`src/rtl/fcdma_pkg.sv`:
```
// Shared types, constants and the register map of the four-channel DMA controller.
package fcdma_pkg;

  // Number of channels in the register map.
  localparam int unsigned NumChannels = 4;

  // Field widths of one bus transaction and of its result.
  localparam int unsigned ActionW = 2;
  localparam int unsigned RegAddrW = 5;
  localparam int unsigned DataW = 8;
  localparam int unsigned ChanSelW = 2;
  localparam int unsigned AddrW = 16;
  localparam int unsigned CountW = 16;

  // Kinds of bus transaction.
  typedef enum logic [ActionW-1:0] {
    ACT_WRITE = 2'd0,
    ACT_READ  = 2'd1,
    ACT_XFER  = 2'd2,
    ACT_NONE  = 2'd3
  } action_e;

  // Register offsets.
  localparam logic [RegAddrW-1:0] RegCtlBase = 5'h10;
  localparam logic [RegAddrW-1:0] RegPrio    = 5'h14;
  localparam logic [RegAddrW-1:0] RegIntr    = 5'h15;
  localparam logic [RegAddrW-1:0] RegChain   = 5'h16;

  // Byte lanes within a channel's address and count block.
  localparam logic [1:0] LaneAddrHi  = 2'd0;
  localparam logic [1:0] LaneAddrLo  = 2'd1;
  localparam logic [1:0] LaneCountHi = 2'd2;
  localparam logic [1:0] LaneCountLo = 2'd3;

  // Bit positions inside the control registers.
  localparam int unsigned CtlToDevBit = 0;
  localparam int unsigned CtlDownBit  = 3;
  localparam int unsigned StBusyBit   = 6;
  localparam int unsigned StDoneBit   = 7;
  localparam int unsigned IrqFlagBit  = 7;
  localparam int unsigned ChainEnBit  = 0;

  // Read value for offsets that map to no register.
  localparam logic [DataW-1:0] UnmappedData = 8'hff;

  // Channel picked for chaining by chain control bits 2:1.
  localparam logic [ChanSelW-1:0] ChainSel [8] = '{
    2'd0, 2'd1, 2'd0, 2'd1, 2'd0, 2'd1, 2'd2, 2'd3
  };

  // One bus transaction.
  typedef struct packed {
    action_e               action;
    logic [RegAddrW-1:0]   reg_addr;
    logic [DataW-1:0]      write_data;
    logic [ChanSelW-1:0]   req_channel;
  } item_t;

  // The result of one bus transaction.
  typedef struct packed {
    logic [DataW-1:0] read_data;
    logic             xfer_valid;
    logic [AddrW-1:0] xfer_address;
    logic             xfer_to_device;
    logic             irq_out;
  } result_t;

endpackage

```
`src/rtl/fcdma_regfile.sv`:
```
// Register file of the DMA controller with the next-state logic of one transaction.
module fcdma_regfile #(
  parameter int unsigned NUM_CHANNELS = fcdma_pkg::NumChannels
) (
  input  logic               clk_i,
  input  logic               rst_ni,
  input  logic               commit_i,
  input  fcdma_pkg::item_t   item_i,
  output fcdma_pkg::result_t result_o
);

  localparam int unsigned ChW = $clog2(NUM_CHANNELS);

  logic [fcdma_pkg::AddrW-1:0]  addr_q  [NUM_CHANNELS];
  logic [fcdma_pkg::AddrW-1:0]  addr_d  [NUM_CHANNELS];
  logic [fcdma_pkg::CountW-1:0] count_q [NUM_CHANNELS];
  logic [fcdma_pkg::CountW-1:0] count_d [NUM_CHANNELS];
  logic [fcdma_pkg::DataW-1:0]  ctl_q   [NUM_CHANNELS];
  logic [fcdma_pkg::DataW-1:0]  ctl_d   [NUM_CHANNELS];
  logic [fcdma_pkg::DataW-1:0]  prio_q, prio_d;
  logic [fcdma_pkg::DataW-1:0]  intr_q, intr_d;
  logic [fcdma_pkg::DataW-1:0]  chain_q, chain_d;

  // Next state and result of the transaction held in the input register.
  always_comb begin
    logic [ChW-1:0]               blk_ch;
    logic [ChW-1:0]               ctl_ch;
    logic [ChW-1:0]               req_ch;
    logic [fcdma_pkg::AddrW-1:0]  step_addr;
    logic [fcdma_pkg::CountW-1:0] step_count;
    logic [fcdma_pkg::AddrW-1:0]  last_addr;
    logic [fcdma_pkg::CountW-1:0] last_count;
    logic                         recompute;
    logic                         any_irq;

    addr_d  = addr_q;
    count_d = count_q;
    ctl_d   = ctl_q;
    prio_d  = prio_q;
    intr_d  = intr_q;
    chain_d = chain_q;
    result_o = '0;
    recompute = 1'b0;
    any_irq = 1'b0;

    blk_ch = item_i.reg_addr[ChW+1:2];
    ctl_ch = item_i.reg_addr[ChW-1:0];
    req_ch = item_i.req_channel[ChW-1:0];
    step_addr = addr_q[req_ch];
    step_count = count_q[req_ch];
    last_addr = addr_q[NUM_CHANNELS-1];
    last_count = count_q[NUM_CHANNELS-1];

    case (item_i.action)
      fcdma_pkg::ACT_WRITE: begin
        if (item_i.reg_addr < fcdma_pkg::RegCtlBase) begin
          case (item_i.reg_addr[1:0])
            fcdma_pkg::LaneAddrHi: addr_d[blk_ch][15:8] = item_i.write_data;
            fcdma_pkg::LaneAddrLo: addr_d[blk_ch][7:0] = item_i.write_data;
            fcdma_pkg::LaneCountHi: count_d[blk_ch][15:8] = item_i.write_data;
            default: count_d[blk_ch][7:0] = item_i.write_data;
          endcase
        end else if (item_i.reg_addr < fcdma_pkg::RegPrio) begin
          // Busy and done belong to the hardware.
          ctl_d[ctl_ch] = {ctl_q[ctl_ch][fcdma_pkg::StDoneBit:fcdma_pkg::StBusyBit],
                           item_i.write_data[fcdma_pkg::StBusyBit-1:0]};
        end else if (item_i.reg_addr == fcdma_pkg::RegPrio) begin
          prio_d = item_i.write_data;
        end else if (item_i.reg_addr == fcdma_pkg::RegIntr) begin
          // The interrupt flag is kept.
          intr_d = {intr_q[fcdma_pkg::IrqFlagBit],
                    item_i.write_data[fcdma_pkg::IrqFlagBit-1:0]};
        end else if (item_i.reg_addr == fcdma_pkg::RegChain) begin
          chain_d = item_i.write_data;
        end
      end
      fcdma_pkg::ACT_READ: begin
        if (item_i.reg_addr < fcdma_pkg::RegCtlBase) begin
          case (item_i.reg_addr[1:0])
            fcdma_pkg::LaneAddrHi: result_o.read_data = addr_q[blk_ch][15:8];
            fcdma_pkg::LaneAddrLo: result_o.read_data = addr_q[blk_ch][7:0];
            fcdma_pkg::LaneCountHi: result_o.read_data = count_q[blk_ch][15:8];
            default: result_o.read_data = count_q[blk_ch][7:0];
          endcase
        end else if (item_i.reg_addr < fcdma_pkg::RegPrio) begin
          // Reading a control register acknowledges its done bit.
          result_o.read_data = ctl_q[ctl_ch];
          if (ctl_q[ctl_ch][fcdma_pkg::StDoneBit]) begin
            ctl_d[ctl_ch][fcdma_pkg::StDoneBit] = 1'b0;
            recompute = 1'b1;
          end
        end else if (item_i.reg_addr == fcdma_pkg::RegPrio) begin
          result_o.read_data = prio_q;
        end else if (item_i.reg_addr == fcdma_pkg::RegIntr) begin
          result_o.read_data = intr_q;
        end else if (item_i.reg_addr == fcdma_pkg::RegChain) begin
          result_o.read_data = chain_q;
        end else begin
          result_o.read_data = fcdma_pkg::UnmappedData;
        end
      end
      fcdma_pkg::ACT_XFER: begin
        if (prio_q[req_ch]) begin
          result_o.xfer_valid = 1'b1;
          result_o.xfer_address = addr_q[req_ch];
          result_o.xfer_to_device = ctl_q[req_ch][fcdma_pkg::CtlToDevBit];
          if (ctl_q[req_ch][fcdma_pkg::CtlDownBit]) begin
            step_addr = addr_q[req_ch] - 16'd1;
          end else begin
            step_addr = addr_q[req_ch] + 16'd1;
          end
          step_count = count_q[req_ch] - 16'd1;
          addr_d[req_ch] = step_addr;
          count_d[req_ch] = step_count;
          if (step_count == '0) begin
            // The last channel reloads from itself after its own step.
            if (req_ch == ChW'(NUM_CHANNELS - 1)) begin
              last_addr = step_addr;
              last_count = step_count;
            end
            if (chain_q[fcdma_pkg::ChainEnBit] &&
                (req_ch == fcdma_pkg::ChainSel[{1'b0, chain_q[2:1]}][ChW-1:0])) begin
              addr_d[req_ch] = last_addr;
              count_d[req_ch] = last_count;
            end
            ctl_d[req_ch][fcdma_pkg::StDoneBit] = 1'b1;
            ctl_d[req_ch][fcdma_pkg::StBusyBit] = 1'b0;
            recompute = 1'b1;
          end else begin
            ctl_d[req_ch][fcdma_pkg::StBusyBit] = 1'b1;
          end
        end
      end
      default: begin
      end
    endcase

    // Interrupt flag, recomputed when a done bit changes: any done channel whose interrupt is enabled.
    for (int unsigned i = 0; i < NUM_CHANNELS; i++) begin
      any_irq = any_irq | (ctl_d[i][fcdma_pkg::StDoneBit] & intr_q[i]);
    end
    if (recompute) begin
      intr_d[fcdma_pkg::IrqFlagBit] = any_irq;
    end
    result_o.irq_out = intr_d[fcdma_pkg::IrqFlagBit];
  end

  // State registers change only when a transaction is committed.
  always_ff @(posedge clk_i or negedge rst_ni) begin
    if (!rst_ni) begin
      for (int unsigned i = 0; i < NUM_CHANNELS; i++) begin
        addr_q[i]  <= '0;
        count_q[i] <= '0;
        ctl_q[i]   <= '0;
      end
      prio_q  <= '0;
      intr_q  <= '0;
      chain_q <= '0;
    end else if (commit_i) begin
      addr_q  <= addr_d;
      count_q <= count_d;
      ctl_q   <= ctl_d;
      prio_q  <= prio_d;
      intr_q  <= intr_d;
      chain_q <= chain_d;
    end
  end

endmodule

```
`src/rtl/four_channel_dma_controller.sv`:
```
// Top level of the four-channel DMA controller: input register, register file, result register.
//
// The controller takes one bus transaction per clock cycle (register write, register read or
// channel transfer request) and returns one result per transaction: it first waits in the input
// register, then the register file updates and the result register loads at the same edge, so
// the next transaction already sees the new state. Throughput is one transaction per cycle while
// results are taken; a stalled result holds in the result register while one more transaction
// waits in the input register, after which in_ready_o drops. No clearing pass follows reset.
module four_channel_dma_controller #(
  parameter int unsigned NUM_CHANNELS = fcdma_pkg::NumChannels
) (
  input  logic                               clk_i,
  input  logic                               rst_ni,
  input  logic                               in_valid_i,
  output logic                               in_ready_o,
  input  logic [fcdma_pkg::ActionW-1:0]      action_i,
  input  logic [fcdma_pkg::RegAddrW-1:0]     reg_addr_i,
  input  logic [fcdma_pkg::DataW-1:0]        write_data_i,
  input  logic [fcdma_pkg::ChanSelW-1:0]     req_channel_i,
  output logic                               out_valid_o,
  input  logic                               out_ready_i,
  output logic [fcdma_pkg::DataW-1:0]        read_data_o,
  output logic                               xfer_valid_o,
  output logic [fcdma_pkg::AddrW-1:0]        xfer_address_o,
  output logic                               xfer_to_device_o,
  output logic                               irq_out_o
);

  logic               item_valid_q;
  fcdma_pkg::item_t   item_q;
  logic               out_valid_q;
  fcdma_pkg::result_t result_q;
  fcdma_pkg::result_t result_d;
  logic               advance;
  logic               take_in;

  // A held transaction moves on when the result register is free or being emptied.
  assign advance = item_valid_q && (!out_valid_q || out_ready_i);
  assign in_ready_o = !item_valid_q || advance;
  assign take_in = in_valid_i && in_ready_o;

  // Input register.
  always_ff @(posedge clk_i or negedge rst_ni) begin
    if (!rst_ni) begin
      item_valid_q <= 1'b0;
    end else if (take_in) begin
      item_valid_q <= 1'b1;
    end else if (advance) begin
      item_valid_q <= 1'b0;
    end
  end

  always_ff @(posedge clk_i) begin
    if (take_in) begin
      item_q.action      <= fcdma_pkg::action_e'(action_i);
      item_q.reg_addr    <= reg_addr_i;
      item_q.write_data  <= write_data_i;
      item_q.req_channel <= req_channel_i;
    end
  end

  fcdma_regfile #(
    .NUM_CHANNELS(NUM_CHANNELS)
  ) u_regfile (
    .clk_i   (clk_i),
    .rst_ni  (rst_ni),
    .commit_i(advance),
    .item_i  (item_q),
    .result_o(result_d)
  );

  // Result register.
  always_ff @(posedge clk_i or negedge rst_ni) begin
    if (!rst_ni) begin
      out_valid_q <= 1'b0;
    end else if (advance) begin
      out_valid_q <= 1'b1;
    end else if (out_ready_i) begin
      out_valid_q <= 1'b0;
    end
  end

  always_ff @(posedge clk_i) begin
    if (advance) begin
      result_q <= result_d;
    end
  end

  assign out_valid_o      = out_valid_q;
  assign read_data_o      = result_q.read_data;
  assign xfer_valid_o     = result_q.xfer_valid;
  assign xfer_address_o   = result_q.xfer_address;
  assign xfer_to_device_o = result_q.xfer_to_device;
  assign irq_out_o        = result_q.irq_out;

endmodule

```
`config.mk`:
```
export PLATFORM = sky130hd
export DESIGN_NAME = four_channel_dma_controller
export DESIGN_NICKNAME = d
export VERILOG_FILES = /design/src/rtl/fcdma_pkg.sv /design/src/rtl/fcdma_regfile.sv /design/src/rtl/four_channel_dma_controller.sv
export SDC_FILE = /design/constraint.sdc
export NUM_CORES = 1
export LEC_CHECK = 0
export BUFFER_PORTS_ARGS = -buffer_cell sky130_fd_sc_hd__buf_2
export CAP_MARGIN = 20
export CORE_AREA = 2 2 180 182
export DETAILED_ROUTE_END_ITERATION = 8
export DIE_AREA = 0 0 182 184
export PLACE_DENSITY = 0.7
export REMOVE_ABC_BUFFERS = 1
export SLEW_MARGIN = 40
export SYNTH_ARGS = -nofsm -noshare
export SYNTH_HDL_FRONTEND = slang
export SYNTH_SLANG_ARGS = --single-unit
```
`constraint.sdc`:
```
create_clock -name clk_i -period 4.9 [get_ports clk_i]
set_clock_uncertainty 0.05 [all_clocks]
set_input_delay 0.98 -clock clk_i [delete_from_list [all_inputs] [get_ports clk_i]]
set_output_delay 0.98 -clock clk_i [all_outputs]
set_load 0.005 [all_outputs]
```
Word level (Yosys, flattened, before mapping)
Memory sizes are Yosys's and may differ from the RTL's.
Index checks and enable logic that the tools add are counted.

storage, ports and cells
  memories = 1
  output and inout port bits = 29
  word-level logic and storage cells = 203
  bits of input ports = 21
  bits in read-only memories = 16
  register bits = 230

memories
  name              depth  width  rd ports  clocked after memory_dff  wr ports  line                  source
  (name not given)  8      2      1         0                         0         fcdma_regfile.sv:122  (req_ch == fcdma_pkg::ChainSel[{1'b0, chain_q[2:1]}][ChW-1:0])) begin

operators by class
  magnitude comparators = 10
  equality and inequality tests = 18
  reductions and logical operators = 25
  bitwise logic cells = 21
  multiplexer cells = 94
  add/sub/neg operators = 3

operator list
  operator                                                               number
  64-bit bitwise mux                                                     8
  64-bit two-way mux                                                     8
  64-bit one-hot mux with 2 select lines                                 4
  16-bit two-way mux                                                     21
  32-bit two-way mux                                                     7
  16-bit binary-select mux with 2-bit select                             4
  16-bit demux with 2-bit select                                         3
  32-bit one-hot mux with 3 select lines                                 1
  8-bit two-way mux                                                      11
  32-bit AND                                                             2
  8-bit demux with 2-bit select                                          4
  32-bit NOT                                                             2
  32-bit OR                                                              2
  8-bit binary-select mux with 2-bit select                              2
  32-bit bitwise mux                                                     1
  16-bit by 1-bit subtractor with 16-bit output (second input constant)  2
  8-bit one-hot mux with 3 select lines                                  1
  18-bit two-way mux                                                     1
  16-bit by 1-bit adder with 16-bit output (second input constant)       1
  16-bit logical NOT                                                     1
  5-bit == test (second input constant)                                  3
  5-bit AND reduction                                                    3
  1-bit two-way mux                                                      11
  5-bit less-than comparator (second input constant)                     2
  other kinds (31)                                                       66

Logic depth before layout (Yosys ltp)
Gate-level depths: netlist of run 1.

  depth in word-level cells = 17
  mapped depth = 17
  mapped depth without buffers = 12

Hierarchy
Synthesis of run 1 repeated with hierarchy kept, for this count alone.

second synthesis, totals
  cells, all modules = 1311
  area, all modules = 14252.4 um^2

modules (own cells, without submodules)
  module                       seq. area each (um^2)  instances  cells an instance  area an instance (um^2)
  fcdma_regfile                4604.4                 1          1259               12827.3
  four_channel_dma_controller  1371.3                 1          52                 1425.1

Worst setup path after synthesis of run 1
No wires, ideal clock.

  path type = flip-flop to flip-flop
  start = register item_q[0] in the netlist's numbering
  end = register u_regfile.addr_q[15] in the netlist's numbering
  setup slack = -0.053 ns
  cell stages (with the launch flop) = 16
  data required time = 4.724 ns
  library setup time = 0.126 ns
  arrival = 4.777 ns
  cell sequence = edfxtp_1 buf_6 buf_6 buf_1 clkbuf_1 buf_1 mux4_2 ha_1 nand3_1 o221ai_1 a221o_1 o41ai_1 o2111ai_1 o31ai_1 xnor2_1 a221o_1

between the ends
  word-level cells in the longest chain between the ends = 17
  elaborated cells between the ends (all ways) = 39
  classes of those cells = 3 x add/sub; 2 x order compare; 3 x eq/ne; 26 x mux; 1 x bitwise; 4 x reduce/logical

RTL lines
  what                                                                                                              line                                        source
  start: declaration                                                                                                four_channel_dma_controller.sv:30           fcdma_pkg::item_t item_q;
  2-bit NOT with 3-bit output                                                                                       n/a
  16-bit binary-select mux with 2-bit select                                                                        fcdma_regfile.sv:108, fcdma_regfile.sv:110
  16-bit two-way mux (not written as such) (2 in series)                                                            fcdma_regfile.sv:108, fcdma_regfile.sv:110
  16-bit by 1-bit adder with 16-bit output / 16-bit by 1-bit subtractor with 16-bit output (equally long branches)  fcdma_regfile.sv:110, fcdma_regfile.sv:108
  16-bit two-way mux                                                                                                fcdma_regfile.sv:107                        if (ctl_q[req_ch][fcdma_pkg::CtlDownBit]) begin
  16-bit two-way mux                                                                                                fcdma_regfile.sv:103                        if (prio_q[req_ch]) begin
  16-bit two-way mux                                                                                                fcdma_regfile.sv:54                         case (item_i.action)
  16-bit two-way mux                                                                                                fcdma_regfile.sv:117                        if (req_ch == ChW'(NUM_CHANNELS - 1)) begin
  16-bit two-way mux                                                                                                fcdma_regfile.sv:115                        if (step_count == '0) begin
  16-bit two-way mux                                                                                                fcdma_regfile.sv:103
  16-bit two-way mux                                                                                                fcdma_regfile.sv:54
  64-bit bitwise mux                                                                                                fcdma_regfile.sv:123                        addr_d[req_ch] = last_addr;
  64-bit two-way mux                                                                                                fcdma_regfile.sv:121                        if (chain_q[fcdma_pkg::ChainEnBit] &&
  64-bit two-way mux                                                                                                fcdma_regfile.sv:115
  64-bit two-way mux                                                                                                fcdma_regfile.sv:103
  64-bit one-hot mux with 2 select lines                                                                            fcdma_regfile.sv:54
  end signal: assignment                                                                                            fcdma_regfile.sv:160                        addr_q <= addr_d;
  end: declaration                                                                                                  fcdma_regfile.sv:14                         logic [fcdma_pkg::AddrW-1:0] addr_q [NUM_CHANNELS];

Parallel ways exist; a longest one is shown, timed or not. The select of a mux whose other input is x is not followed.
A chain may end at the register's enable or synchronous reset.

Worst setup path after layout of run 1
  start = register item_q[0] in the netlist's numbering
  end = register u_regfile.count_q[36] in the netlist's numbering

between the ends
  word-level cells in the longest chain between the ends = 14
  elaborated cells between the ends (all ways) = 28
  classes of those cells = 1 x add/sub; 2 x order compare; 3 x eq/ne; 17 x mux; 1 x bitwise; 4 x reduce/logical

RTL lines
  what                                                    line                  source
  2-bit NOT with 3-bit output                             n/a
  16-bit binary-select mux with 2-bit select              fcdma_regfile.sv:112  step_count = count_q[req_ch] - 16'd1;
  16-bit two-way mux (not written as such) (2 in series)  fcdma_regfile.sv:112
  16-bit by 1-bit subtractor with 16-bit output           fcdma_regfile.sv:112
  16-bit two-way mux                                      fcdma_regfile.sv:117
  16-bit two-way mux                                      fcdma_regfile.sv:115
  16-bit two-way mux                                      fcdma_regfile.sv:103
  16-bit two-way mux                                      fcdma_regfile.sv:54
  64-bit bitwise mux                                      fcdma_regfile.sv:124  count_d[req_ch] = last_count;
  64-bit two-way mux                                      fcdma_regfile.sv:121
  64-bit two-way mux                                      fcdma_regfile.sv:115
  64-bit two-way mux                                      fcdma_regfile.sv:103
  64-bit one-hot mux with 2 select lines                  fcdma_regfile.sv:54
  end signal: assignment                                  fcdma_regfile.sv:161  count_q <= count_d;
  end: declaration                                        fcdma_regfile.sv:16   logic [fcdma_pkg::CountW-1:0] count_q [NUM_CHANNELS];

Parallel ways exist; a longest one is shown, timed or not. The select of a mux whose other input is x is not followed.

==> implementation parameters, run 1 <==
Parameter                              Value

Setup path
  Element type at the critical path start    register
  Critical-path maximum fanout    25
  Critical path data required time    5320 ps
  Signal arrival time at the worst endpoint    5020 ps
  Crit Path Class    register to register
  Worst Setup End Kind    register

STA
  Final Critical Period    4600 ps
  Share of the clock period used by the worst path    0.938
  Final setup margin    304 ps
  Finish-stage setup viols    0
  Setup repair after global routing missed its margin    false
  Relative slew slack    0.361
  Count of endpoints failing hold in the final timing report    0
  Pins over their slew limit    0
  Achievable Freq    0.218 GHz
  Setup TNS after final layout    0 ps
  Least-Margin Pin Slew    958 ps

Die
  Die footprint    0.0335 mm^2
  Standard-cell rows    65
  Die width    182 um
  I/O Pins    50
  Die height    184 um
  Area inside the core boundary    0.0314 mm^2
  Starting Density    0.448

Finish
  Final non-filler cell total    1821
  Share of final-layout standard cells stronger than drive strength 1    0.188
  Most common library cell in the layout ignoring fill and taps    dfrtp_1
  Design Area, Final    0.0157 mm^2
  Leading cell types in the layout, fill and taps excluded    186 x dfrtp_1, 143 x nand2_1, 130 x nor2_1, 102 x o21ai_0, 81 x mux4_2
  Layout Area Growth over Synthesis    12.0%
  Filler cell count    2815
  Nets@finish    1440

Global routing
  Total routing usage reported by global routing    0.309
  Antenna violations before repair    3
  First-pass GRT wire length    78000 um
  GR Overflow Total    0
  Number of global-route vias before repair    12419
  Maximum number of pins on one net before global-route repair    114

Synthesis
  EDFF count, synth    44
  Proportion of register bits with asynchronous set or reset after synthesis    0.809
  Average instance area after synthesis    10.3 um^2
  Top-area cell type share of the netlist area    0.331
  Gate Count Post-Synth    1358
  Total of warnings raised by yosys    0
  Synthesized cell area    0.0141 mm^2
  Dominant synthesized flop cell    dfrtp_1
  Largest area contributor in the synthesized netlist    dfrtp_1
  Part of the Yosys area used for sequential elements    0.425
  Distinct cell type count after synthesis    73
  Leading post-synthesis cells by cell area    dfrtp_1 33%, mux4_2 13%, edfxtp_1 9.4%, nand2_1 3.8%, o21ai_0 3.6%
  Seq cells post-synth    230

Pwr
  Part of the total power dissipated in combinational logic    0.272
  Reported leakage power    6.35 nW
  Maximum resistive drop on vdd    0.264 mV
  Sequential Power Share    0.401
  Power per unit of standard cell area    381 mW/mm^2
  Sw Share    0.339
  Clock network power share    0.327
  Internal Dissipation    3.97 mW
  Switching power of the nets    2.03 mW

Routing
  Total iterations of the first detailed-routing run    6
  Vias after detailed routing    12804
  Overall routed net length    51700 um
  DRC violation count after routing    0
  Via density    7.03
  Number of violations reported at the end of detailed-routing iteration 0    1982
  Remaining antenna violation count after routing    0
  Average wire per standard cell    28.4 um

Clock network
  Root Buffer    clkbuf_16
  TritonCTS clock tree    yes
  Number of H-tree branching levels    1
  Post_cts resized    0
  Number of buffers added for setup after CTS    0
  Clock Sink Count    230
  Clock latency at the later pin of the worst-skew pair    560 ps
  Maximum clock path buffer count    3
  Number of hold-repair buffers added at the cts stage    0
  Clock-pin transition on the worst setup and hold timing paths    60 ps
  TritonCTS buffer count    26

Hold path
  Min-Delay Path Class    input pin to asynchronous set/reset pin

Job
  Maximum capacitance violations    0

Place
  I/O Buffers    49
  Weighted congestion reported at the end of routability-driven placement    1.02
  Cell total after placement    1771
  Post-place instance area    0.0149 mm^2
  Worst slack at placement    426 ps
  HPWL after detailed placement    35700 um

Status
  Outcome    finished, final reports clean
-- through the flow --
step	total power [mW]	utilization	hold WS, ps
after CTS	5.96	0.501	379
final	6.00	0.502	325
after detailed placement	3.99	0.474	440
after global routing	6.23	0.501	374
after floorplan	3.43	-	404
after global placement	3.96	0.473	415
-- power groups by stage --
stage | registers, mW | clock network (mW) | logic, mW
after detailed placement | 2.42 | 0 | 1.57
after global routing | 2.42 | 2.06 | 1.75
final | 2.40 | 1.96 | 1.63
after global placement | 2.41 | 0 | 1.55
after CTS | 2.39 | 1.99 | 1.59
after floorplan | 2.37 | 0 | 1.06
-- critical path, stage by stage, from the launching register on --
cell	delay, ps
edfxtp_1	780
mux4_2	640
or4_1	680
nor4_1	330
o211ai_1	170
a2111oi_2	570
and4_2	350
buf_4	350
a21boi_0	200
a31oi_1	220
a2bb2oi_1	170
-- state kept, by name (all words and copies together), names as in the netlist --
register           cells
u_regfile.ctl_q       32
read_data_o            8
u_regfile.count_q     64
item_q                17
item_valid_q           1
out_valid_o            1
u_regfile.chain_q      8
u_regfile.intr_q       8
xfer_to_device_o       1
u_regfile.prio_q       8
u_regfile.addr_q      64
xfer_address_o        16
irq_out_o              1
xfer_valid_o           1
-- cells in the mapped netlist (all sizes together), types with 24 or more instances --
cell and count:
nand3 43, clkbuf 72, nor2 131, edfxtp 44, o21ai 106, a21oi 63
dfrtp 186, mux2i 42, o22ai 36, a32oi 31, mux2 24, mux4 81
nand2 143, nor3 30
-- layout make-up --
type / instances / area, um^2 / area share
Clock inverter: 19 / 180 / 0.0114
Timing Repair Buffer: 103 / 703 / 0.0447
Inverter: 25 / 93.8 / 0.00596
Clock buffer: 29 / 662 / 0.0420
Antenna cell: 2 / 5.00 / 0.000318
Tap cell: 402 / 503 / 0.0319
Sequential cell: 230 / 5980 / 0.380
Multi-Input combinational cell: 1011 / 7620 / 0.484
-- worst paths after layout --
check	startpoint	end	slack, ps	cells after the start
worst max-delay path	item_q[0]	u_regfile.count_q[36]	300	10
worst min-delay path	rst_ni	u_regfile.addr_q[37]	330	1
worst max register to register	item_q[0]	u_regfile.count_q[36]	300	10
worst min register to register	item_valid_q	out_valid_o	440	1
max in group asynchronous	rst_ni	u_regfile.ctl_q[31]	3640	2
min in group clk_i	item_valid_q	out_valid_o	440	1
-- cells by family (layout without fill, tap and decap cells) --
group           after synthesis  in the layout  synth area share
mux                         147            147             0.179
simple gates                422            422             0.136
other cells                   0              2                 0
compound gates              391            391             0.187
fa+ha+maj                    22             22            0.0201
xor+xnor                     29             29            0.0181
flops                       230            230             0.425
buf+inv                     117            176            0.0344
-- routing by layer --
| layer | vias to the layer above | wire length [um] | global-route usage |
|---|---|---|---|
| met1 | 6266 | 19500 | 0.413 |
| met4 | 2 | 3550 | 0.182 |
| met5 | - | 7 | 0 |
| li1 | 5291 | - | - |
| met2 | 1009 | 21400 | 0.439 |
| met3 | 236 | 7220 | 0.0996 |
Note: power is estimated with default switching activity, not from simulation.
==> run 2, diff against run 1 <==
--- a/config.mk
+++ b/config.mk
@@ -7,10 +7,10 @@
 export LEC_CHECK = 0
 export BUFFER_PORTS_ARGS = -buffer_cell sky130_fd_sc_hd__buf_2
 export CAP_MARGIN = 20
-export CORE_AREA = 2 2 180 182
+export CORE_AREA = 2 2 175 211
 export DETAILED_ROUTE_END_ITERATION = 8
-export DIE_AREA = 0 0 182 184
-export PLACE_DENSITY = 0.7
+export DIE_AREA = 0 0 177 213
+export PLACE_DENSITY = 0.64
 export REMOVE_ABC_BUFFERS = 1
 export SLEW_MARGIN = 40
 export SYNTH_ARGS = -nofsm -noshare
==> run 2 against run 1 <==
Effect of this change: critical path depth increased by 1; worst hold slack improved by 30 ps; critical endpoint is now u_regfile.addr_q[57]; routed wire length increased by 4.8%; combinational power increased by 3%; via count decreased by 0.66%; critical path type unchanged; highest routed layer unchanged; count of clock-buffer cells in the layout decreased by 3.
==> implementation parameters, run 2 (synthesized netlist as in run 1, its figures left out) <==
Parameter                              Value

Clock network
  Root Buffer    clkbuf_16
  Post_cts resized    0 (unchanged)
  Number of H-tree branching levels    1 (unchanged)
  Number of buffers added for setup after CTS    0 (unchanged)
  Clock Sink Count    230 (unchanged)
  Clock latency at the later pin of the worst-skew pair    550 ps (about the same)
  Clock-pin transition on the worst setup and hold timing paths    70 ps (about the same)
  Maximum clock path buffer count    3 (unchanged)
  Number of hold-repair buffers added at the cts stage    0 (unchanged)
  TritonCTS buffer count    25 (-3.8%)
  TritonCTS clock tree    yes

Finish
  Design Area, Final    0.0159 mm^2 (+1.1%)
  Finished Core Util    0.446 (-0.0551)
  Nets@finish    1450 (+0.69%)
  Area taken by flip-flops and latches    0.00598 mm^2 (unchanged)
  Largest registers    u_regfile.addr_q x64, u_regfile.count_q x64, u_regfile.ctl_q x32
  Most common library cell in the layout ignoring fill and taps    dfrtp_1
  Multi-input combinational cell area    0.00762 mm^2 (about the same)
  Leading cell types in the layout, fill and taps excluded    186 x dfrtp_1, 143 x nand2_1, 130 x nor2_1, 101 x o21ai_0, 81 x mux4_2
  Filler cell count    3351 (+19%)
  Share of final-layout standard cells stronger than drive strength 1    0.194 (+0.00526)
  Layout Area Growth over Synthesis    13.3%

Die
  Die height    213 um (+16%)
  I/O Pins    50 (unchanged)
  Area inside the core boundary    0.0357 mm^2 (+14%)
  Die width    177 um (-2.7%)
  Die footprint    0.0377 mm^2 (+13%)
  Standard-cell rows    76 (+17%)
  Starting Density    0.394 (-0.0536)

Setup path
  Worst Setup End Kind    register
  Crit Path Class    register to register
  Start point of the critical path    item_q[0]
  FF-to-FF Start    item_q[0]
  R2R Setup Slk    370 ps (+70 ps)
  Destination of the worst register-to-register timing path    u_regfile.addr_q[57]
  Element type at the critical path start    register
  Critical path data required time    5290 ps (-30 ps)
  Worst setup path end    u_regfile.addr_q[57]
  Depth of the most critical reg-to-reg path    11 (+1)
  Critical-path maximum fanout    32 (+28%)
  Signal arrival time at the worst endpoint    4920 ps (-100 ps)

Global routing
  Maximum number of pins on one net before global-route repair    106 (-7.0%)
  Antenna violations before repair    2 (-1)
  GR Overflow Total    0 (unchanged)
  Number of global-route vias before repair    12222 (-1.6%)
  First-pass GRT wire length    80500 um (+3.2%)
  Total routing usage reported by global routing    0.288 (-0.0207)

STA
  Count of endpoints failing hold in the final timing report    0 (unchanged)
  Share of the clock period used by the worst path    0.924 (-0.0136)
  Setup repair after global routing missed its margin    false
  Relative slew slack    0.442 (+0.0803)
  Least-Margin Pin Slew    829 ps (-129 ps)
  Achievable Freq    0.221 GHz (+1.5%)
  Finish-stage setup viols    0 (unchanged)
  Pins over their slew limit    0 (unchanged)
  Final Critical Period    4530 ps (-66.7 ps)

Routing
  Overall routed net length    54200 um (+4.8%)
  Average wire per standard cell    28.6 um (+0.78%)
  Via density    6.72 (-4.5%)
  Remaining antenna violation count after routing    0 (unchanged)
  Number of violations reported at the end of detailed-routing iteration 0    1756 (-11%)
  DRC violation count after routing    0 (unchanged)
  Vias after detailed routing    12720 (-0.66%)
  Total iterations of the first detailed-routing run    5 (-1)

Place
  Weighted congestion reported at the end of routability-driven placement    1.01 (-1.5%)
  HPWL after detailed placement    37600 um (+5.5%)
  Post-place instance area    0.0151 mm^2 (+1.1%)
  I/O Buffers    49 (unchanged)

Pwr
  Reported leakage power    6.40 nW (+0.80%)
  Power per unit of standard cell area    380 mW/mm^2 (-0.26%)
  Maximum resistive drop on vdd    0.260 mV (-1.4%)

Job
  Maximum capacitance violations    0 (unchanged)

Hold path
  Min-Delay Path Class    input pin to asynchronous set/reset pin

Status
  Outcome    finished, final reports clean
==> run 2: worst min path at each step <==
stage	to	slack [ps]	cells after the start
3_3_place_gp	u_regfile.addr_q[31]	430	2
4_1_cts	u_regfile.chain_q[0]	390	1
3_5_place_dp	u_regfile.count_q[26]	440	2
6_report	u_regfile.ctl_q[20]	360	1
2_1_floorplan	u_regfile.ctl_q[7]	400	2
5_1_grt	u_regfile.ctl_q[26]	410	1
==> run 2: critical path, stage by stage, from the launching register on <==
cell and delay [ps]:
edfxtp_1 390, buf_4 400, mux4_2 610, or4_1 660, nor4_1 330, o211ai_1 150
a2111oi_2 530, and4_2 370, buf_12 220, mux2i_1 320, o211ai_1 120, and2_1 200
==> run 2: per-layer routing <==
metal	vias up	share of wire	track usage
met5	-	0.00026	0
met4	2	0.086	0.213
met3	257	0.10	0.0648
met2	889	0.46	0.456
met1	6262	0.35	0.344
li1	5310	-	-
==> run 2: cell type report <==
cell class,instances,share of cell area
diodes,1,0.000157
multi-input cells,1011,0.479
repair buffers,114,0.0511
inverters,25,0.00590
clock inverters,19,0.0125
flip-flops and latches,230,0.375
well taps,468,0.0368
clock buffers,26,0.0395
==> run 2: where the power goes <==
part	leakage, nW	internal (mW)	switching (mW)
Combinational	3.11	0.668	1.01
Clock	0.415	1.14	0.844
Sequential	2.88	2.18	0.206
Total	6.40	3.99	2.06
==> run 2: stage by stage <==
stage | instances | power (mW) | hold WS [ps] | setup TNS, ps | worst slack, ps
detailed placement | 1846 | 4.03 | 435 | 0 | 418
global route | 1893 | 6.28 | 415 | 0 | 156
finish | 1894 | 6.05 | 355 | 0 | 370
global placement | 1843 | 4.00 | 434 | 0 | 548
floorplan | 1266 | 3.43 | 404 | -45120 | -787
CTS | 1891 | 6.02 | 395 | 0 | 428
